$ cat src/hdl/daty_pkg.sv
// Shared types, constants and helper functions for the desired-attitude block.
`timescale 1ns / 1ps

package daty_pkg;

   // Default parameter values.
   localparam int FRAC_BITS_DEF = 14;
   localparam int ROT_ITER_DEF  = 16;

   // Angle and vector formats.
   localparam int ANG_FRAC = 30;

   // Angle constants in Q30 radians.
   localparam logic signed [35:0] PI_Q30      = 36'sd3373259426;
   localparam logic signed [35:0] TWO_PI_Q30  = 36'sd6746518852;
   localparam logic signed [35:0] HALF_PI_Q30 = 36'sd1686629713;

   // Reciprocal of the limit gain of the rotation iterations in Q30.
   localparam logic signed [33:0] CORDIC_GAIN_Q30 = 34'sd652032874;

   // One reduced item handed from the front to the back.
   typedef struct packed {
      logic signed [31:0] angle;
      logic               neg;
      logic signed [15:0] tx;
      logic signed [15:0] ty;
      logic signed [15:0] tz;
   } daty_item_type;

   // One finished matrix.
   typedef struct packed {
      logic signed [15:0] m00;
      logic signed [15:0] m01;
      logic signed [15:0] m02;
      logic signed [15:0] m10;
      logic signed [15:0] m11;
      logic signed [15:0] m12;
      logic signed [15:0] m20;
      logic signed [15:0] m21;
      logic signed [15:0] m22;
      logic               degenerate;
   } daty_result_type;

   // Back-end sequencer states.
   typedef enum logic [3:0] {
      BK_IDLE,
      BK_CORDIC,
      BK_CROSS,
      BK_DIFF,
      BK_MAX,
      BK_NORM,
      BK_SQUARE,
      BK_SUM,
      BK_SQRT,
      BK_DLOAD,
      BK_DIV,
      BK_XPROD,
      BK_FINISH
   } daty_state_type;

   // Arctangent of 2^-i in Q30.
   function automatic logic [31:0] atan_q30(input logic [4:0] idx);
      logic [31:0] v;
      case (idx)
         5'd0:    v = 32'h3243F6A8;
         5'd1:    v = 32'h1DAC6705;
         5'd2:    v = 32'h0FADBAFC;
         5'd3:    v = 32'h07F56EA6;
         5'd4:    v = 32'h03FEAB76;
         5'd5:    v = 32'h01FFD55B;
         5'd6:    v = 32'h00FFFAAA;
         5'd7:    v = 32'h007FFF55;
         5'd8:    v = 32'h003FFFEA;
         5'd9:    v = 32'h001FFFFD;
         5'd10:   v = 32'h000FFFFF;
         5'd11:   v = 32'h0007FFFF;
         5'd12:   v = 32'h0003FFFF;
         5'd13:   v = 32'h0001FFFF;
         5'd14:   v = 32'h0000FFFF;
         5'd15:   v = 32'h00007FFF;
         5'd16:   v = 32'h00003FFF;
         5'd17:   v = 32'h00001FFF;
         5'd18:   v = 32'h00000FFF;
         5'd19:   v = 32'h000007FF;
         5'd20:   v = 32'h000003FF;
         5'd21:   v = 32'h000001FF;
         5'd22:   v = 32'h000000FF;
         5'd23:   v = 32'h0000007F;
         5'd24:   v = 32'h0000003F;
         5'd25:   v = 32'h0000001F;
         5'd26:   v = 32'h0000000F;
         5'd27:   v = 32'h00000008;
         5'd28:   v = 32'h00000004;
         5'd29:   v = 32'h00000002;
         5'd30:   v = 32'h00000001;
         default: v = 32'h00000000;
      endcase
      return v;
   endfunction

   // Saturate a wide signed value to 16 bits.
   function automatic logic signed [15:0] sat16(input logic signed [63:0] v);
      logic signed [15:0] r;
      if (v > 64'sd32767) begin
         r = 16'sh7FFF;
      end else if (v < -64'sd32768) begin
         r = 16'sh8000;
      end else begin
         r = v[15:0];
      end
      return r;
   endfunction

endpackage

$ cat src/hdl/daty_queue.sv
// Two-entry queue that decouples the front end from the back end.
`timescale 1ns / 1ps

module daty_queue (
   input  logic                    clock,
   input  logic                    reset,
   input  logic                    push_valid,
   output logic                    push_ready,
   input  daty_pkg::daty_item_type push_item,
   output logic                    pop_valid,
   input  logic                    pop_ready,
   output daty_pkg::daty_item_type pop_item
);
   import daty_pkg::*;

   daty_item_type ents_ff [2];
   logic          wptr_ff, wptr_in, rptr_ff, rptr_in;
   logic [1:0]    cnt_ff, cnt_in;
   logic          do_push, do_pop;

   assign push_ready = (cnt_ff != 2'd2);
   assign pop_valid  = (cnt_ff != 2'd0);
   assign pop_item   = ents_ff[rptr_ff];
   assign do_push    = push_valid && push_ready;
   assign do_pop     = pop_valid && pop_ready;

   // Pointer and fill count updates.
   always_comb begin
      wptr_in = do_push ? !wptr_ff : wptr_ff;
      rptr_in = do_pop ? !rptr_ff : rptr_ff;
      cnt_in  = cnt_ff;
      if (do_push && !do_pop) begin
         cnt_in = cnt_ff + 2'd1;
      end else if (!do_push && do_pop) begin
         cnt_in = cnt_ff - 2'd1;
      end
   end

   always_ff @(posedge clock) begin
      if (reset) begin
         wptr_ff <= 1'b0;
         rptr_ff <= 1'b0;
         cnt_ff  <= 2'd0;
      end else begin
         wptr_ff <= wptr_in;
         rptr_ff <= rptr_in;
         cnt_ff  <= cnt_in;
      end
   end

   always_ff @(posedge clock) begin
      if (do_push) begin
         ents_ff[wptr_ff] <= push_item;
      end
   end

endmodule

$ cat config.mk
export PLATFORM = sky130hd
export DESIGN_NAME = daty_queue
export DESIGN_NICKNAME = d
export VERILOG_FILES = /design/src/hdl/daty_pkg.sv /design/src/hdl/daty_queue.sv
export SDC_FILE = /design/constraint.sdc
export NUM_CORES = 1
export LEC_CHECK = 0
export BUFFER_PORTS_ARGS = -buffer_cell sky130_fd_sc_hd__buf_2
export CORE_MARGIN = 10
export CORE_UTILIZATION = 52
export DETAILED_ROUTE_END_ITERATION = 7
export HOLD_SLACK_MARGIN = 0.05
export PLACE_DENSITY = 0.79
export SYNTH_ARGS = -nofsm -noshare
export SYNTH_HDL_FRONTEND = slang
export SYNTH_SLANG_ARGS = --single-unit
$ cat constraint.sdc
create_clock -name clock -period 3.3 [get_ports clock]
set_input_delay 0.33 -clock clock [delete_from_list [all_inputs] [get_ports clock]]
set_output_delay 0.33 -clock clock [all_outputs]
set_load 0.005 [all_outputs]
==> results of run 1 <==
[final timing paths]
| kind | end | slack [ns] | depth (start not counted) |
|---|---|---|---|
| setup / recovery | pop_item[59] | 1.02 | 3 |
| hold / removal | ents_ff[0][21]$_DFFE_PP_ | 0.11 | 1 |
| setup reg to reg | ents_ff[0][78]$_DFFE_PP_ | 1.17 | 4 |
| hold reg to reg | rptr_ff$_SDFFE_PP0P_ | 0.51 | 2 |
[worst reg2reg max path, stage by stage, from the launching register on]
cell      delay (ns)
dfxtp_1         0.35
nand2b_1        0.23
nand3b_1        0.19
clkinv_2        0.61
buf_4           0.48
[power breakdown]
group | internal (µW) | switching [µW]
clock | 1190 | 766
sequential | 2650 | 132
combinational | 636 | 560
[metal layers]
metal  up-vias  wire length [µm]  track usage [%]
met2       118              6210             23.8
met1      1553              4560             15.6
met5         -                 0                0
li1       1466                 -                -
met3        12               994             6.66
met4         0               125             4.83
[synth_stat cells]
cell | number | area, µm²
nand3b_1 | 1 | 7.51
a21bo_2 | 1 | 10.0
ha_1 | 1 | 12.5
inv_1 | 1 | 3.75
edfxtp_1 | 162 | 4860
or3_1 | 1 | 6.26
buf_4 | 8 | 60.1
nor2_1 | 3 | 11.3
a21oi_1 | 2 | 10.0
dfxtp_1 | 5 | 100
buf_2 | 1 | 5.00
nand2b_1 | 1 | 6.26
and2_1 | 1 | 6.26
and3_1 | 1 | 6.26
o21ai_0 | 2 | 10.0
xor2_1 | 3 | 26.3
or2_2 | 1 | 6.26
mux2_2 | 81 | 912
[cells in the final DEF, fill, tap and decap left out, drive strengths merged]
cell type	netlist	routed
xor2	3	3
clkbuf	0	17
buf	9	172
clkinvlp	0	2
ha	1	1
nand2b	1	1
inv	1	3
nand3b	1	1
edfxtp	162	162
and2	1	1
mux2	81	81
clkinv	0	8
and3	1	1
dfxtp	5	5
a21oi	2	2
or2	1	1
o21ai	2	2
bufinv	0	3
diode	0	1
or3	1	1
nor2	3	3
a21bo	1	1
[registers in the layout, summed over array words and instances, names as in the netlist, named ones only]
signal / cells
cnt_ff: 2
ents_ff: 162
rptr_ff: 1
wptr_ff: 1
[stage by stage]
step / cells / hold WS (ns) / area [µm²] / setup WS, ns / total power (µW)
after detailed placement: 582 / 0.500 / 7090 / 1.15 / 4050
final: 615 / 0.109 / 7690 / 1.02 / 5940
after floorplan: 276 / 0.399 / 6060 / 0.319 / 3510
after global routing: 614 / 0.0930 / 7690 / 0.903 / 6220
after CTS: 614 / 0.0915 / 7690 / 0.970 / 6030
after global placement: 582 / 0.485 / 7090 / 1.28 / 4020
[final cells by class]
class	count	area [µm²]	area share [%]
clock buffers	17	425	5.53
diodes	1	2.50	0.0325
inverters	1	5.00	0.0651
multi-input cells	99	1040	13.5
clock inverters	15	176	2.29
repair buffers	172	898	11.7
well taps	143	179	2.33
flip-flops and latches	167	4970	64.6
[cells by family after synthesis]
| group | Yosys count | synth area share (%) |
|---|---|---|
| XOR/XNOR | 3 | 0.433 |
| flip-flops | 167 | 81.9 |
| adder cells (fa/ha/maj) | 1 | 0.206 |
| AND/OR/NAND/NOR | 9 | 0.826 |
| multiplexers | 81 | 15.0 |
| AO/OA/AOI/OAI | 5 | 0.495 |
| buffers and inverters | 10 | 1.13 |
==> reports/results.ini, run 1 <==
[outcome]
status=complete, no violations

[critical_path]
critPathTopFamily=flip-flops
crit_slowest_cell=dfxtp_4
worstPathRequired_ns=2.97
path_buf_inv=2
r2r-start=cnt_ff[0]$_SDFFE_PP0P_
slowest_delay_ns=0.69
crit_path_end_kind=output pin
crit_path_cell_trace=buf_12 -> mux2_2 -> buf_2
path_class=reg2out
critPathLaunchType=flop
path_max_fanout=43
critPathArrivalTime_ns=1.95

[power_and_ir_drop]
power.leakage_uw=0.00289
vdd_ir_drop_max_uv=500
power.density_nw_per_um2=772

[synth]
ys_seq_area_share_pct=81.9
synth.distinct_cells=18
netlist_area_um2=6060
syn-num-nets=362
ys_ff_latch=167
syn_inst=276
syn_area_per_cell_um2=22.0
yosys_warnings=0

[worst_hold_path]
hp-class=in2reg
hold_start=push_item[21]

[timing]
setup_viol=0
relSlewSlack_pct=50.9
worst_slew_pin_slew_ns=0.736
timing.fmax_mhz=439
tns_ns=0
final.setup_skew_ns=0.00785
fin_crit_sh_pct=69.0
final_max_slew_viol_count=0
fin_crit_ns=2.28
hold_viol=0
rsz0062_at_grt=false

[clocking]
cts_buffers=17
cts_max_path_buffers=2
cts_hold_buffers=0
insertion_delay_ns=0.40
cts.sinks=167
cts_resized=0
post_cts_buffers=0
h-tree-depth=4
clk_pin_slew_worst_paths_ns=0.06
cts_tree=yes
clockRootBuffer=clkbuf_16

[routing]
drc=0
vias=3149
vias_per_cell=5.12
ant_nets=0
dr.pass1.iters=4
first_iter_violations=260
wl_per_cell_um=19.3
routed_wl_mm=11.9

[floorplan]
die_w_um=128
die_h_um=128
initial_utilization_pct=53.1
rows=39
ios=168
core-area_um2=11400
dieArea_um2=16400

[placed_design]
dp_hpwl_mm=8.34
place.gp.congestion=0.710
port_buffers=167

[global_routing]
antenna_found_initial=1
grt_pass1_vias=3525
grt_max_degree=45
grt_overflow_total=0
grt_first_pass_wirelength_mm=18.0
grt_usage_pct=14.2

[layout]
drive_above_1_share_pct=61.4
fin_nets=544
area_growth_pct=26.8
fin_util_pct=67.4
fill_cells=812

[flow_run]
maxCapViolCount=0

Note: power is estimated with default switching activity, not from simulation.
==> inputs of run 2 (changes only) <==
CORE_UTILIZATION = 47   (was 52)
PLACE_DENSITY = 0.76   (was 0.79)
clock period = 2.05 ns   (was 3.3 ns; I/O delays follow)
==> run 2 against run 1 <==
- clock-buffer cell count rose by 2
- clock skew fell by 0.0018 ns
- die area rose by 8.9%
- worst hold slack improved by 0.026 ns
- register-to-register slack got worse by 0.79 ns
- combinational power rose by 87%
- non-clock buffer count rose by 85
==> reports/results.ini, run 2 (synthesized netlist as in run 1, its figures left out) <==
[routing]
vias_per_cell=4.80  ; -6.2%
dr.pass1.iters=4  ; unchanged
routed_wl_mm=13.4  ; +12%
wl_per_cell_um=18.4  ; -5.0%
drc=0  ; unchanged
first_iter_violations=224  ; -14%
ant_nets=0  ; unchanged
vias=3492  ; +11%

[power_and_ir_drop]
power_uw=9720  ; +64%
power.density_nw_per_um2=1130  ; +47%
power.leakage_uw=0.00324  ; +12%
vdd_ir_drop_max_uv=562  ; +12%

[timing]
worst_slew_pin_slew_ns=0.405  ; -0.331 ns
fin_crit_sh_pct=90.7
hold_viol=0  ; unchanged
timing.fmax_mhz=538
final_max_slew_viol_count=0  ; unchanged
final.setup_skew_ns=0.00610  ; -0.00175 ns
relSlewSlack_pct=73.0  ; +22 points
tns_ns=0  ; unchanged
setup_viol=0  ; unchanged
fin_crit_ns=1.86
rsz0062_at_grt=false

[floorplan]
die_w_um=134  ; +4.4%
die_h_um=134  ; +4.4%
dieArea_um2=17800  ; +8.9%
ios=168  ; unchanged
initial_utilization_pct=48.1  ; -5.1 points
rows=41  ; +5.1%
core-area_um2=12600  ; +11%

[clocking]
cts_max_path_buffers=2  ; unchanged
clockRootBuffer=clkbuf_16
cts_tree=yes
cts.sinks=167  ; unchanged
h-tree-depth=4  ; unchanged
cts_buffers=17  ; unchanged
insertion_delay_ns=0.41  ; about the same
clk_pin_slew_worst_paths_ns=0.06  ; about the same

[layout]
seq_area_um2=4970  ; about the same
fin_nets=629  ; +16%
final_common_cell=buf_2
final_cell_mix=buf_2, edfxtp_1, dlygate4sd3_1
regMostFlops=ents_ff
fill_cells=828  ; +2.0%
largest_reg_flops=162  ; unchanged
drive_above_1_share_pct=51.9  ; -9.5 points
area_growth_pct=41.6
antenna_cells_inserted=0  ; -1
fin_util_pct=68.0  ; +0.69 points
reg_top3=ents_ff: 162 flops, cnt_ff: 2 flops
multi_input_area_um2=1040  ; +0.72%

[critical_path]
worstPathRequired_ns=1.85  ; -1.12 ns
critPathLaunchType=flop
path_max_fanout=13  ; -70%
rrSetupSlack_ns=0.38  ; -0.79 ns
critPathArrivalTime_ns=1.65  ; -0.30 ns
crit_path_end_kind=output pin
path_class=reg2out

[placed_design]
port_buffers=167  ; unchanged
dp_hpwl_mm=8.50  ; +1.8%
place.gp.congestion=0.753  ; +6.1%

[global_routing]
grt_max_degree=53  ; +18%
grt_overflow_total=0  ; unchanged
grt_pass1_vias=3976  ; +13%
antenna_found_initial=0  ; -1
grt_usage_pct=15.0  ; +0.79 points
grt_first_pass_wirelength_mm=20.8  ; +16%

[worst_hold_path]
hp-class=in2reg

[flow_run]
maxCapViolCount=0  ; unchanged

[outcome]
status=complete, no violations

## run 2: layout make-up
cell class | instances | area share (%)
Clock buffer | 19 | 5.04
Timing Repair Buffer | 257 | 20.8
Inverter | 1 | 0.0874
Tap cell | 172 | 2.51
Clock inverter | 12 | 1.57
Multi-Input combinational cell | 99 | 12.2
Sequential cell | 167 | 57.9
## run 2: worst paths after layout
kind,startpoint,end,depth (start not counted)
worst min-delay path,push_valid,wptr_ff$_SDFFE_PP0P_,3
worst max register to register,cnt_ff[1]$_SDFFE_PP0P_,cnt_ff[1]$_SDFFE_PP0P_,5
worst max-delay path,flop,pop_item[36],3
worst min register to register,rptr_ff$_SDFFE_PP0P_,flop,2
## run 2: what timing repair did
| item | in CTS | in global routing |
|---|---|---|
| gates resized for setup | 0 | 0 |
| setup buffers | 0 | 1 |
| endpoints found under the setup margin | 0 | 6 |
| hold endpoints to repair | 167 | 0 |
| hold buffers | 82 | 0 |
## run 2: per-stage QoR
step                setup WS (ns)  cells  hold WS [ns]  instance area, µm²
floorplan                  -0.151    276         0.270                6080
global placement            0.523    613         0.392                7190
detailed placement          0.433    613         0.397                7190
CTS                        0.0401    726         0.110                8580
global route                0.105    727         0.120                8590
finish                      0.190    727         0.136                8590
## run 2: where the power goes
group          switching (µW)  internal, µW  leakage [µW]
Sequential                159          4270       0.00155
Combinational            1040          1200       0.00141
Clock                    1170          1880      0.000273
## run 2: metal layers
layer / vias up / track usage (%) / share of wire, %
li1: 1634 / - / -
met1: 1708 / 16.2 / 40
met2: 129 / 25.5 / 51
met3: 21 / 6.17 / 6.9
met4: 0 / 6.41 / 2.1
met5: - / 0 / 0
## run 2: worst max-delay path, cell delays in order (launching register included)
cell and delay, ns:
dfxtp_4 0.48, buf_4 0.26, mux2_2 0.36, buf_2 0.13
