$ cat config.mk
export PLATFORM = sky130hd
export DESIGN_NAME = daty_front
export DESIGN_NICKNAME = d
export VERILOG_FILES = /design/src/hdl/daty_pkg.sv /design/src/hdl/daty_front.sv
export SDC_FILE = /design/constraint.sdc
export NUM_CORES = 1
export LEC_CHECK = 0
export ABC_AREA = 0
export BUFFER_PORTS_ARGS = -buffer_cell sky130_fd_sc_hd__buf_4
export CORE_MARGIN = 2
export CORE_UTILIZATION = 53
export DETAILED_ROUTE_END_ITERATION = 10
export PLACE_DENSITY = 0.84
export SYNTH_ARGS = -nofsm -noshare
export SYNTH_HDL_FRONTEND = slang
export SYNTH_SLANG_ARGS = --single-unit
$ cat constraint.sdc
create_clock -name clock -period 9.6 [get_ports clock]
set_clock_uncertainty 0.15 [all_clocks]
set_input_delay 2.4 -clock clock [delete_from_list [all_inputs] [get_ports clock]]
set_output_delay 2.4 -clock clock [all_outputs]
set_load 0.005 [all_outputs]
$ cat src/hdl/daty_pkg.sv
// Shared types, constants and helper functions for the desired-attitude block.
`timescale 1ns / 1ps

package daty_pkg;

   // Default parameter values.
   localparam int FRAC_BITS_DEF = 14;
   localparam int ROT_ITER_DEF  = 16;

   // Angle and vector formats.
   localparam int ANG_FRAC = 30;

   // Angle constants in Q30 radians.
   localparam logic signed [35:0] PI_Q30      = 36'sd3373259426;
   localparam logic signed [35:0] TWO_PI_Q30  = 36'sd6746518852;
   localparam logic signed [35:0] HALF_PI_Q30 = 36'sd1686629713;

   // Reciprocal of the limit gain of the rotation iterations in Q30.
   localparam logic signed [33:0] CORDIC_GAIN_Q30 = 34'sd652032874;

   // One reduced item handed from the front to the back.
   typedef struct packed {
      logic signed [31:0] angle;
      logic               neg;
      logic signed [15:0] tx;
      logic signed [15:0] ty;
      logic signed [15:0] tz;
   } daty_item_type;

   // One finished matrix.
   typedef struct packed {
      logic signed [15:0] m00;
      logic signed [15:0] m01;
      logic signed [15:0] m02;
      logic signed [15:0] m10;
      logic signed [15:0] m11;
      logic signed [15:0] m12;
      logic signed [15:0] m20;
      logic signed [15:0] m21;
      logic signed [15:0] m22;
      logic               degenerate;
   } daty_result_type;

   // Back-end sequencer states.
   typedef enum logic [3:0] {
      BK_IDLE,
      BK_CORDIC,
      BK_CROSS,
      BK_DIFF,
      BK_MAX,
      BK_NORM,
      BK_SQUARE,
      BK_SUM,
      BK_SQRT,
      BK_DLOAD,
      BK_DIV,
      BK_XPROD,
      BK_FINISH
   } daty_state_type;

   // Arctangent of 2^-i in Q30.
   function automatic logic [31:0] atan_q30(input logic [4:0] idx);
      logic [31:0] v;
      case (idx)
         5'd0:    v = 32'h3243F6A8;
         5'd1:    v = 32'h1DAC6705;
         5'd2:    v = 32'h0FADBAFC;
         5'd3:    v = 32'h07F56EA6;
         5'd4:    v = 32'h03FEAB76;
         5'd5:    v = 32'h01FFD55B;
         5'd6:    v = 32'h00FFFAAA;
         5'd7:    v = 32'h007FFF55;
         5'd8:    v = 32'h003FFFEA;
         5'd9:    v = 32'h001FFFFD;
         5'd10:   v = 32'h000FFFFF;
         5'd11:   v = 32'h0007FFFF;
         5'd12:   v = 32'h0003FFFF;
         5'd13:   v = 32'h0001FFFF;
         5'd14:   v = 32'h0000FFFF;
         5'd15:   v = 32'h00007FFF;
         5'd16:   v = 32'h00003FFF;
         5'd17:   v = 32'h00001FFF;
         5'd18:   v = 32'h00000FFF;
         5'd19:   v = 32'h000007FF;
         5'd20:   v = 32'h000003FF;
         5'd21:   v = 32'h000001FF;
         5'd22:   v = 32'h000000FF;
         5'd23:   v = 32'h0000007F;
         5'd24:   v = 32'h0000003F;
         5'd25:   v = 32'h0000001F;
         5'd26:   v = 32'h0000000F;
         5'd27:   v = 32'h00000008;
         5'd28:   v = 32'h00000004;
         5'd29:   v = 32'h00000002;
         5'd30:   v = 32'h00000001;
         default: v = 32'h00000000;
      endcase
      return v;
   endfunction

   // Saturate a wide signed value to 16 bits.
   function automatic logic signed [15:0] sat16(input logic signed [63:0] v);
      logic signed [15:0] r;
      if (v > 64'sd32767) begin
         r = 16'sh7FFF;
      end else if (v < -64'sd32768) begin
         r = 16'sh8000;
      end else begin
         r = v[15:0];
      end
      return r;
   endfunction

endpackage

$ cat src/hdl/daty_front.sv
// Front end: accepts items, reduces the yaw angle and folds it into the right half plane.
`timescale 1ns / 1ps

module daty_front (
   input  logic                   clock,
   input  logic                   reset,
   input  logic                   req_valid,
   output logic                   req_ready,
   input  logic signed [15:0]     req_yaw_angle,
   input  logic signed [15:0]     req_thrust_dir_x,
   input  logic signed [15:0]     req_thrust_dir_y,
   input  logic signed [15:0]     req_thrust_dir_z,
   output logic                   push_valid,
   input  logic                   push_ready,
   output daty_pkg::daty_item_type push_item
);
   import daty_pkg::*;

   logic               valid_ff, valid_in;
   logic signed [32:0] angle_ff;
   logic signed [15:0] tx_ff, ty_ff, tz_ff;
   logic signed [35:0] yaw_w, red_w, ang_w, fold_w;
   logic               neg_w;

   // Widen Q3.12 to Q30 and bring the angle into [-pi, pi].
   always_comb begin
      yaw_w = {{2{req_yaw_angle[15]}}, req_yaw_angle, 18'b0};
      if (yaw_w > PI_Q30) begin
         red_w = yaw_w - TWO_PI_Q30;
      end else if (yaw_w < -PI_Q30) begin
         red_w = yaw_w + TWO_PI_Q30;
      end else begin
         red_w = yaw_w;
      end
   end

   assign req_ready = !valid_ff || push_ready;

   always_comb begin
      valid_in = valid_ff;
      if (req_ready) begin
         valid_in = req_valid;
      end
   end

   always_ff @(posedge clock) begin
      if (reset) begin
         valid_ff <= 1'b0;
      end else begin
         valid_ff <= valid_in;
      end
   end

   always_ff @(posedge clock) begin
      if (req_valid && req_ready) begin
         angle_ff <= red_w[32:0];
         tx_ff    <= req_thrust_dir_x;
         ty_ff    <= req_thrust_dir_y;
         tz_ff    <= req_thrust_dir_z;
      end
   end

   // Fold angles beyond a quarter turn; the back end negates sine and cosine.
   always_comb begin
      ang_w = 36'(angle_ff);
      neg_w = 1'b0;
      if (ang_w > HALF_PI_Q30) begin
         fold_w = ang_w - PI_Q30;
         neg_w  = 1'b1;
      end else if (ang_w < -HALF_PI_Q30) begin
         fold_w = ang_w + PI_Q30;
         neg_w  = 1'b1;
      end else begin
         fold_w = ang_w;
      end
   end

   assign push_valid      = valid_ff;
   assign push_item.angle = fold_w[31:0];
   assign push_item.neg   = neg_w;
   assign push_item.tx    = tx_ff;
   assign push_item.ty    = ty_ff;
   assign push_item.tz    = tz_ff;

endmodule

==> summary.txt, run 1 <==
Run status
  • Outcome: finished clean

GRT
  • Grt met1 use: 0.2954
  • Largest net degree at the start of global routing: 67
  • M3 GR Usage: 0.04694
  • GRT met2 Usage: 0.4331
  • Total global-route track usage: 0.2465
  • First-pass GRT wire length: approximately 16 mm
  • Initial antenna violation count: 0
  • Top Usage Layer GRT: met2
  • GRT overflow: 0
  • Vias in the first global route: 3,161

Floorplan
  • IO Pins: 151
  • Die height: 89.81 um
  • Core footprint: 7176 um^2
  • Die ar.: 8066 um^2
  • Starting Density: 0.5439
  • Chip width: 89.81 um
  • Num rows: 31

Drt
  • First DRT Iteration DRCs: 178
  • Via count: 3,326
  • Routed Antenna Nets: 0
  • Post-Route WL: 9.921 mm
  • Drt pass-1 iters: 5
  • Vias/cell: roughly 5.7
  • WL/cell: 16.99 um
  • Post-route DRC: 0

Setup path
  • Reg2reg setup slack: 7.84 ns
  • Crit-path cells: or4_4 -> or4_4 -> a21oi_2 -> o21ai_2 -> o21ai_1 -> buf_4
  • WS Path Type: reg -> out
  • Top delay family on crit path: compound AO/OA/AOI/OAI gates
  • CP most frequent cell: or4_4
  • Crit path launch type: flip-flop
  • Reg-to-reg startpoint: push_valid
  • WP data required: ~7 ns
  • Endpoint class of the critical path: output pin
  • Worst Path Arrival: 3.40 ns
  • Stages on worst setup path: 6
  • Reg2Reg Depth: 3
  • Critical Path Fanout Max: 20
  • Reg-to-Reg End: angle_ff[25]
  • Crit path largest cell delay: 0.75 ns
  • CP bufs+invs: 1
  • Crit-path slowest cell: a21oi_2

Synth
  • Syn avg cell area: 11.18 um^2
  • Asr flop ratio synth: 0
  • Post-synthesis register bit count: 67
  • Synth Flop Type: edfxtp_1
  • EDFF count, synth: 66
  • Syn_nets: 431
  • Sequential fraction of the synthesis area: 0.5130
  • Ys Warns: 0
  • Synth unique cells: 71
  • Mapped Cells: 349
  • Mapped cell area: 3902 um^2

STA
  • Fmax: 0.1682 GHz
  • Slew Viols, Final: 0
  • Least-Margin Pin Slew: 0.9179 ns
  • Final critical-path share of the clock period: 0.6194
  • Final min period: 5.946 ns
  • Slew margin rel.: 0.3881
  • RSZ-0062 raised after global routing: no
  • Final setup TNS: 0 ns
  • Final hold vios: 0
  • # setup viols final: 0

Final layout
  • Share of layout cells above drive strength 1: 0.3794
  • Synthesis-to-finish area growth: 33.12%
  • Ant diodes: 0
  • Design area: 5195 um^2
  • Nets: 562

Hold path
  • Hold path depth: 2
  • Hold/Removal Path Class: reg -> reg
  • Hold Path Sink: push_valid
  • Min-delay src: push_valid

CTS
  • Clk Latency, worst-skew pair: between 0.3 and 0.4 ns
  • Post-CTS setup repair buffer count: 0
  • Hold-fix buffers, CTS: 0
  • CTS root buffer: clkbuf_8
  • Total CTS buffers: 9
  • TritonCTS clock tree: done
  • Post-CTS Resized: 0
  • Bufs on Longest Clock Path: 2
  • Sink Count: between 60 and 70
  • Clock slew at reported path FFs: approximately 0.080 ns
  • Htree depth: 3

Pwr
  • Max VDD drop: a little over 0.09 mV
  • Power per cell area: 155.4 nW/um^2
  • Leakage: ~2.2 nW

Placed design
  • Hpwl dp: 7.548 mm
  • Post-DP Area: between 4000 and 5000 um^2
  • GPL Wtd Cong: 0.9159
  • IO Port Bufs: 149

Job
  • Max-capacitance violation count: 0
==> layout by cell type, fill, tap and decap left out, types with 3 or more instances in the layout <==
cell        n
buf_4     150
edfxtp_1   66
o21ai_0    20
inv_1      19
nand2_1    18
nor2_1     16
xnor2_1    16
ha_1       14
xor2_1     11
a21oi_1    10
clkbuf_8    9
o22ai_1     8
o211ai_1    7
nand3_1     6
or3_1       6
nor3_1      5
nand4_1     4
o31ai_1     4
o32ai_1     4
a31oi_1     4
a21boi_0    4
mux2i_1     4
and2_1      3
nor2b_1     3
a31o_2      3
a211o_1     3
nand2b_1    3
and3_1      3
o21ai_1     3
inv_6       3
==> per-stage QoR <==
stage / setup WS (ns) / cells / total power [mW] / hold WS, ns / utilization
2_1_floorplan: 4.498 / 349 / 0.4764 / 0.3725 / -
3_3_place_gp: 4.105 / 568 / 0.5627 / 0.3505 / 0.6950
3_5_place_dp: 4.032 / 568 / 0.5700 / 0.3920 / 0.6950
4_1_cts: 3.645 / 584 / 0.8134 / 0.4033 / 0.7240
5_1_grt: 3.443 / 584 / 0.8444 / 0.4261 / 0.7240
6_report: 3.654 / 584 / 0.8070 / 0.3923 / 0.7240
==> synth_stat cells, drive strengths merged (3+ instances only) <==
master   n  area share
xnor2   16       0.036
nand2   18       0.017
and2     5      0.0087
inv     20       0.019
or4      4      0.0096
a31oi    4      0.0064
buf     15       0.028
o22ai    9       0.016
ha      14       0.045
edfxtp  66        0.51
a21oi   11       0.015
xor2    11       0.025
nand3    6      0.0077
a21boi   4      0.0077
o211ai   7       0.013
a211o    3      0.0067
o31ai    5       0.011
o32ai    4      0.0090
nand2b   3      0.0048
clkbuf  15       0.014
nor2    16       0.015
nand4    4      0.0064
and3     3      0.0048
o21ai   25       0.034
nor3     5      0.0064
nor2b    3      0.0048
or3      6      0.0096
a31o     3      0.0067
mux2i    4       0.010
==> state kept, by name, indices dropped and copies added, names as in the netlist <==
signal / count
angle_ff: 18
push_valid: 1
tx_ff: 16
ty_ff: 16
tz_ff: 16
==> per-layer routing <==
metal,part of all wire,vias to the layer above
met1,0.39,1596
met4,0.018,0
met2,0.54,136
met3,0.050,15
li1,-,1579
met5,0,-
==> kinds of logic (layout without fill, tap and decap cells) <==
family                   after synthesis  in the layout  synth area share
adder cells (fa/ha/maj)               14             14           0.04489
AND/OR/NAND/NOR                       82             82            0.1145
buffers and inverters                 50            186           0.06188
multiplexers                           4              4           0.01026
flip-flops                            67             67            0.5130
other                                  1              1         0.0009609
AO/OA/AOI/OAI                        104            104            0.1940
XOR/XNOR                              27             27           0.06059
==> worst reg2reg max path, delay by kind of cell (launching register included) <==
kind | cells | cell delay [ns]
buf+inv | 1 | 0.63
simple gates | 2 | 0.25
flops | 1 | 0.32
==> power breakdown <==
group | internal (mW) | total (mW) | switching [mW] | leakage, nW
registers | 0.346 | 0.366 | 0.0195 | 0.648
logic | 0.105 | 0.198 | 0.0929 | 1.40
clock network | 0.125 | 0.243 | 0.118 | 0.103
total | 0.577 | 0.807 | 0.230 | 2.15
==> layout make-up <==
type,count,area (um^2)
timing repair buffer,150,1126
sequential,67,2002
multi-input combinational,232,1660
clock inverter,7,83.83
clock buffer,9,123.9
inverter,20,75.07
fill,519,1981
tap,99,123.9
==> worst max path at each step <==
stage	from	to	slack, ns
3_5_place_dp	angle_ff[28]	push_item[77]	4.03
2_1_floorplan	push_ready	req_ready	4.50
6_report	angle_ff[28]	push_item[64]	3.65
3_3_place_gp	angle_ff[28]	push_item[77]	4.10
5_1_grt	angle_ff[17]	push_item[77]	3.44
4_1_cts	angle_ff[28]	push_item[77]	3.64
No activity file was read; power rests on OpenSTA's default activity.
==> run 2, diff against run 1 <==
- CORE_UTILIZATION: 53 -> 45
- PLACE_DENSITY: 0.84 -> 0.76
- clock period: 9.6 -> 4.8 ns (I/O delays scaled with it)
==> summary.txt, run 2 (synthesized netlist as in run 1, its figures left out) <==
Run status
  • Outcome: finished clean

GRT
  • GRT overflow: 0 (unchanged)
  • Vias in the first global route: 3,188 (+0.85%)
  • M3 GR Usage: 0.04245 (-0.004494)
  • GRT met2 Usage: 0.3446 (-0.08853)
  • Grt met1 use: 0.2689 (-0.02644)
  • First-pass GRT wire length: 15.79 mm (+0.18%)
  • Largest net degree at the start of global routing: 31 (-54%)
  • Total global-route track usage: 0.2067 (-0.03990)
  • Initial antenna violation count: 0 (unchanged)
  • Top Usage Layer GRT: met2

Final layout
  • Share of layout cells above drive strength 1: 0.3811 (+0.001766)
  • Ant diodes: 0 (unchanged)
  • Largest Register: angle_ff
  • Commonest non-fill, non-tap cells in the layout: buf_4 (153), edfxtp_1 (66), o21ai_0 (20), inv_1 (19), nand2_1 (18)
  • Fillers: 684 (+32%)
  • Commonest non-fill, non-tap cell in the layout: buf_4
  • Synthesis-to-finish area growth: 34.92%
  • Max reg flops: 18 (unchanged)
  • Nets: 565 (+0.53%)

Setup path
  • Reg2reg setup slack: 3.21 ns (-4.63 ns)
  • Reg-to-reg startpoint: push_valid
  • WS Path Type: reg -> out
  • Crit path largest cell delay: 0.57 ns (-0.18 ns)
  • Worst Path Arrival: 3.18 ns (-0.22 ns)
  • WP data required: 3.45 ns (-3.60 ns)
  • Reg-to-Reg End: tx_ff[13]
  • Endpoint class of the critical path: output pin
  • Crit-path slowest cell: edfxtp_1
  • Crit-path cells: inv_1 -> ha_1 -> nor3b_1 -> o31a_1 -> o21a_1 -> mux2i_1 -> a211o_1 -> buf_4
  • Reg2Reg Depth: 3 (unchanged)
  • Crit path launch type: flip-flop
  • Critical Path Fanout Max: 11 (-45%)

STA
  • Slew margin rel.: 0.5262 (+0.1381)
  • Final critical-path share of the clock period: 0.9430
  • RSZ-0062 raised after global routing: no
  • Final hold vios: 0 (unchanged)
  • Least-Margin Pin Slew: 0.7044 ns (-0.2135 ns)
  • Final setup TNS: 0 ns (unchanged)
  • # setup viols final: 0 (unchanged)
  • Fmax: roughly 0.22 GHz
  • Slew Viols, Final: 0 (unchanged)
  • Hold Slack: 0.4094 ns (+0.01718 ns)
  • Final min period: 4.526 ns

Placed design
  • GPL Wtd Cong: 0.8507 (-7.1%)
  • IO Port Bufs: 149 (unchanged)
  • Hpwl dp: 7.551 mm (about the same)

Floorplan
  • Num rows: 33 (+6.5%)
  • IO Pins: 151 (unchanged)
  • Chip width: 97.13 um (+8.1%)
  • Starting Density: 0.4702 (-0.07363)
  • Die ar.: 9433 um^2 (+17%)
  • Core footprint: 8299 um^2 (+16%)
  • Die height: 97.13 um (+8.1%)

CTS
  • CTS root buffer: clkbuf_8
  • TritonCTS clock tree: done
  • Total CTS buffers: 9 (unchanged)
  • Htree depth: 3 (unchanged)
  • Clk Latency, worst-skew pair: 0.33 ns (about the same)
  • Bufs on Longest Clock Path: 2 (unchanged)
  • Clock slew at reported path FFs: 0.07 ns (about the same)
  • Sink Count: 67 (unchanged)

Drt
  • Routed Antenna Nets: 0 (unchanged)
  • Post-route DRC: 0 (unchanged)
  • WL/cell: 16.71 um (-1.6%)
  • Vias/cell: 5.562 (-2.3%)
  • Via count: 3,298 (-0.84%)
  • Drt pass-1 iters: 4 (-1)
  • First DRT Iteration DRCs: 121 (-32%)
  • Post-Route WL: 9.908 mm (-0.13%)

Pwr
  • Leakage: 2.186 nW (+1.6%)
  • Max VDD drop: 0.2594 mV (+180%)
  • Power per cell area: 320.5 nW/um^2 (+110%)

Job
  • Max-capacitance violation count: 0 (unchanged)

Hold path
  • Hold Path Sink: push_valid
  • Hold/Removal Path Class: reg -> reg
  • Hold path depth: 2 (unchanged)
  • Min-delay src: push_valid
## run 2: where the power goes
part	switching, mW	leakage [nW]	internal, mW	total [mW]
sequential	0.0380	0.648	0.693	0.731
clock	0.212	0.121	0.347	0.559
combinational	0.184	1.42	0.214	0.398
## run 2: worst max path at each step
| stage | endpoint | cells past startpoint | startpoint |
|---|---|---|---|
| 2_1_floorplan | push_item[57] | 10 | angle_ff[17] |
| 3_3_place_gp | push_item[77] | 8 | angle_ff[17] |
| 3_5_place_dp | push_item[59] | 8 | angle_ff[14] |
| 4_1_cts | push_item[59] | 8 | angle_ff[14] |
| 5_1_grt | push_item[61] | 8 | angle_ff[14] |
| 6_report | push_item[61] | 8 | angle_ff[14] |
## run 2: cell type report
cell class,count,area [um^2],area share
inverter,20,75.07,0.01426
multi-input combinational,232,1668,0.3168
sequential,67,2002,0.3802
clock buffer,10,127.6,0.02424
timing repair buffer,153,1149,0.2182
tap,105,131.4,0.02495
clock inverter,6,112.6,0.02139
## run 2: critical path: cells and delay by family, from the launching register on
kind | cells | cell delay [ns]
AOI/OAI and AO/OA | 3 | 1.03
DFF | 1 | 0.57
buffers and inverters | 2 | 0.46
adders and majority gates | 1 | 0.37
and+or+nand+nor | 1 | 0.22
muxes | 1 | 0.20
## run 2: metal layers
layer	vias up	share of wire
li1	1583	-
met4	0	0.023
met3	17	0.051
met1	1575	0.42
met2	123	0.51
met5	-	0
## run 2: stage by stage
step                setup WS [ns]    util  instances  power (mW)  area (um^2)
floorplan                  0.9006       -        349      0.9529         3902
global placement           0.6859  0.6046        577       1.132         5017
detailed placement         0.5537  0.6046        577       1.140         5017
CTS                        0.1786  0.6335        593       1.698         5258
global route              0.04736  0.6344        593       1.766         5265
finish                     0.2735  0.6344        593       1.688         5265
## run 2: timing repair
item	4_1_cts	5_1_grt
endpoints found under the setup margin	0	9
gates resized for setup	0	1
setup buffers	0	0
hold buffers	0	0
==> run 3, diff against run 2 <==
- CORE_UTILIZATION: 45 -> 53
- PLACE_DENSITY: 0.76 -> 0.84
- clock period: 4.8 -> 5.9 ns (I/O delays scaled with it)
==> summary.txt, run 3 (synthesized netlist as in run 1, its figures left out) <==
Floorplan
  • Num rows: 31 (-6.1%)
  • Die ar.: 8066 um^2 (-14%)
  • Die height: 89.81 um (-7.5%)
  • Chip width: 89.81 um (-7.5%)
  • Core footprint: 7176 um^2 (-14%)
  • IO Pins: 151 (unchanged)
  • Starting Density: 0.5439 (+0.07363)

Setup path
  • Crit-path cells: or4_4 -> or4_4 -> a21oi_2 -> o21ai_0 -> a211o_1 -> buf_4
  • Worst setup endpoint: push_item[77]
  • CP most frequent cell: or4_4
  • Reg2Reg Depth: 3 (unchanged)
  • Worst Path Arrival: 3.40 ns (+0.22 ns)
  • WP data required: 4.28 ns (+0.83 ns)
  • Reg2reg setup slack: 3.84 ns (+0.63 ns)
  • Reg-to-Reg End: ty_ff[12]
  • WS Path Type: reg -> out
  • Endpoint class of the critical path: output pin
  • Reg-to-reg startpoint: push_valid
  • Crit-path slowest cell: a21oi_2
  • Stages on worst setup path: 6 (-2)
  • Crit path launch type: flip-flop
  • CP Launch Point: angle_ff[27]
  • CP bufs+invs: 1 (-1)
  • Top delay family on crit path: compound AO/OA/AOI/OAI gates
  • Critical Path Fanout Max: 20 (+9)
  • Crit path largest cell delay: 0.77 ns (+0.20 ns)

CTS
  • Bufs on Longest Clock Path: 2 (unchanged)
  • CTS root buffer: clkbuf_8
  • Htree depth: 3 (unchanged)
  • Clk Latency, worst-skew pair: 0.33 ns (about the same)
  • Post-CTS Resized: 0 (unchanged)
  • Total CTS buffers: 9 (unchanged)
  • Hold-fix buffers, CTS: 0 (unchanged)
  • Post-CTS setup repair buffer count: 0 (unchanged)
  • Clock slew at reported path FFs: 0.07 ns (about the same)
  • TritonCTS clock tree: done
  • Sink Count: 67 (unchanged)

Final layout
  • Commonest non-fill, non-tap cells in the layout: buf_4 (150), edfxtp_1 (66), o21ai_0 (20), inv_1 (19), nand2_1 (18)
  • Fin util: 0.7264 (+0.09201)
  • Nets: 562 (-0.53%)
  • Final cell count without fillers: 584 (-1.5%)
  • Share of layout cells above drive strength 1: 0.3773 (-0.003828)
  • Max reg flops: 18 (unchanged)
  • Commonest non-fill, non-tap cell in the layout: buf_4
  • Largest Register: angle_ff
  • Ant diodes: 0 (unchanged)
  • Synthesis-to-finish area growth: 33.57%

GRT
  • Vias in the first global route: 3,134 (-1.7%)
  • Largest net degree at the start of global routing: 37 (+19%)
  • Initial antenna violation count: 0 (unchanged)
  • First-pass GRT wire length: 15.50 mm (-1.9%)
  • Total global-route track usage: 0.2407 (+0.03404)
  • GRT overflow: 0 (unchanged)

STA
  • # setup viols final: 0 (unchanged)
  • Slew margin rel.: 0.3707 (-0.1555)
  • Fmax: between 0.15 and 0.2 GHz
  • Worst Slack Setup Final: 0.8714 ns (+0.5979 ns)
  • Final critical-path share of the clock period: 0.8523
  • Least-Margin Pin Slew: 0.9440 ns (+0.2396 ns)
  • RSZ-0062 raised after global routing: no
  • Final hold vios: 0 (unchanged)
  • Final min period: 5.029 ns
  • Final setup TNS: 0 ns (unchanged)
  • Slew Viols, Final: 0 (unchanged)

Job
  • Max-capacitance violation count: 0 (unchanged)

Placed design
  • IO Port Bufs: 149 (unchanged)
  • GPL Wtd Cong: 0.9139 (+7.4%)
  • Hpwl dp: 7.450 mm (-1.3%)
  • Placed Cells: 568 (-1.6%)
  • Pre-CTS setup slack: 1.295 ns (+0.7410 ns)

Drt
  • Vias/cell: 5.702 (+2.5%)
  • WL/cell: 16.68 um (-0.14%)
  • Via count: 3,330 (+0.97%)
  • Post-Route WL: 9.744 mm (-1.7%)
  • Routed Antenna Nets: 0 (unchanged)
  • First DRT Iteration DRCs: 199 (+64%)
  • Post-route DRC: 0 (unchanged)
  • Drt pass-1 iters: 5 (+1)

Pwr
  • Clock share of power: 0.316 (-0.015)
  • Leakage: 2.163 nW (-1.1%)
  • Pint: 0.9766 mW (-22%)
  • Sequential Power Share: 0.445 (+0.012)
  • Max VDD drop: 0.1896 mV (-27%)
  • Switch share: 0.2702 (+0.01281)
  • Power per cell area: 256.7 nW/um^2 (-20%)
  • Switch Pwr: 0.3616 mW (-17%)
  • Logic gate share of total power: 0.239 (+0.003)

Hold path
  • Hold/Removal Path Class: reg -> reg

Run status
  • Outcome: finished clean
==> run 3: layout make-up <==
type                    count  area [um^2]
flip-flops and latches     67         2002
fillers                   522         1963
multi-input cells         232         1660
repair buffers            150         1126
clock buffers               9        123.9
well taps                  99        123.9
clock inverters             7        101.3
inverters                  20        75.07
==> run 3: stage by stage <==
stage / hold WS (ns) / instance area, um^2 / power [mW]
2_1_floorplan: 0.3725 / 3902 / 0.7752
3_3_place_gp: 0.3477 / 4987 / 0.9150
3_5_place_dp: 0.4000 / 4987 / 0.9259
4_1_cts: 0.4100 / 5213 / 1.349
5_1_grt: 0.4376 / 5213 / 1.401
6_report: 0.4018 / 5213 / 1.338
==> run 3: worst min-delay path by stage <==
stage               startpoint         end  slack, ns  depth (start not counted)
floorplan           push_valid  push_valid       0.37                          2
global placement    push_valid  push_valid       0.35                          2
detailed placement  push_valid  push_valid       0.40                          2
CTS                 push_valid  push_valid       0.41                          2
global route        push_valid  push_valid       0.44                          2
finish              push_valid  push_valid       0.40                          2
==> run 3: routing by layer <==
metal  up-vias  routed length (um)  GRT usage
met4         0                 146    0.09231
met5         -                   0          0
met3        10                 507    0.03940
met1      1600                3812     0.2997
li1       1581                   -          -
met2       139                5278     0.4223
==> run 3: power groups by stage <==
stage	registers [mW]	logic [mW]	clock network (mW)
2_1_floorplan	0.591	0.184	0
3_3_place_gp	0.602	0.313	0
3_5_place_dp	0.605	0.321	0
4_1_cts	0.595	0.322	0.433
5_1_grt	0.600	0.348	0.453
6_report	0.596	0.320	0.422
==> run 3: tightest hold or removal path: stages, from the launching register on <==
cell and delay (ns):
dfxtp_1 0.32, nand2b_1 0.10, a21oi_1 0.08
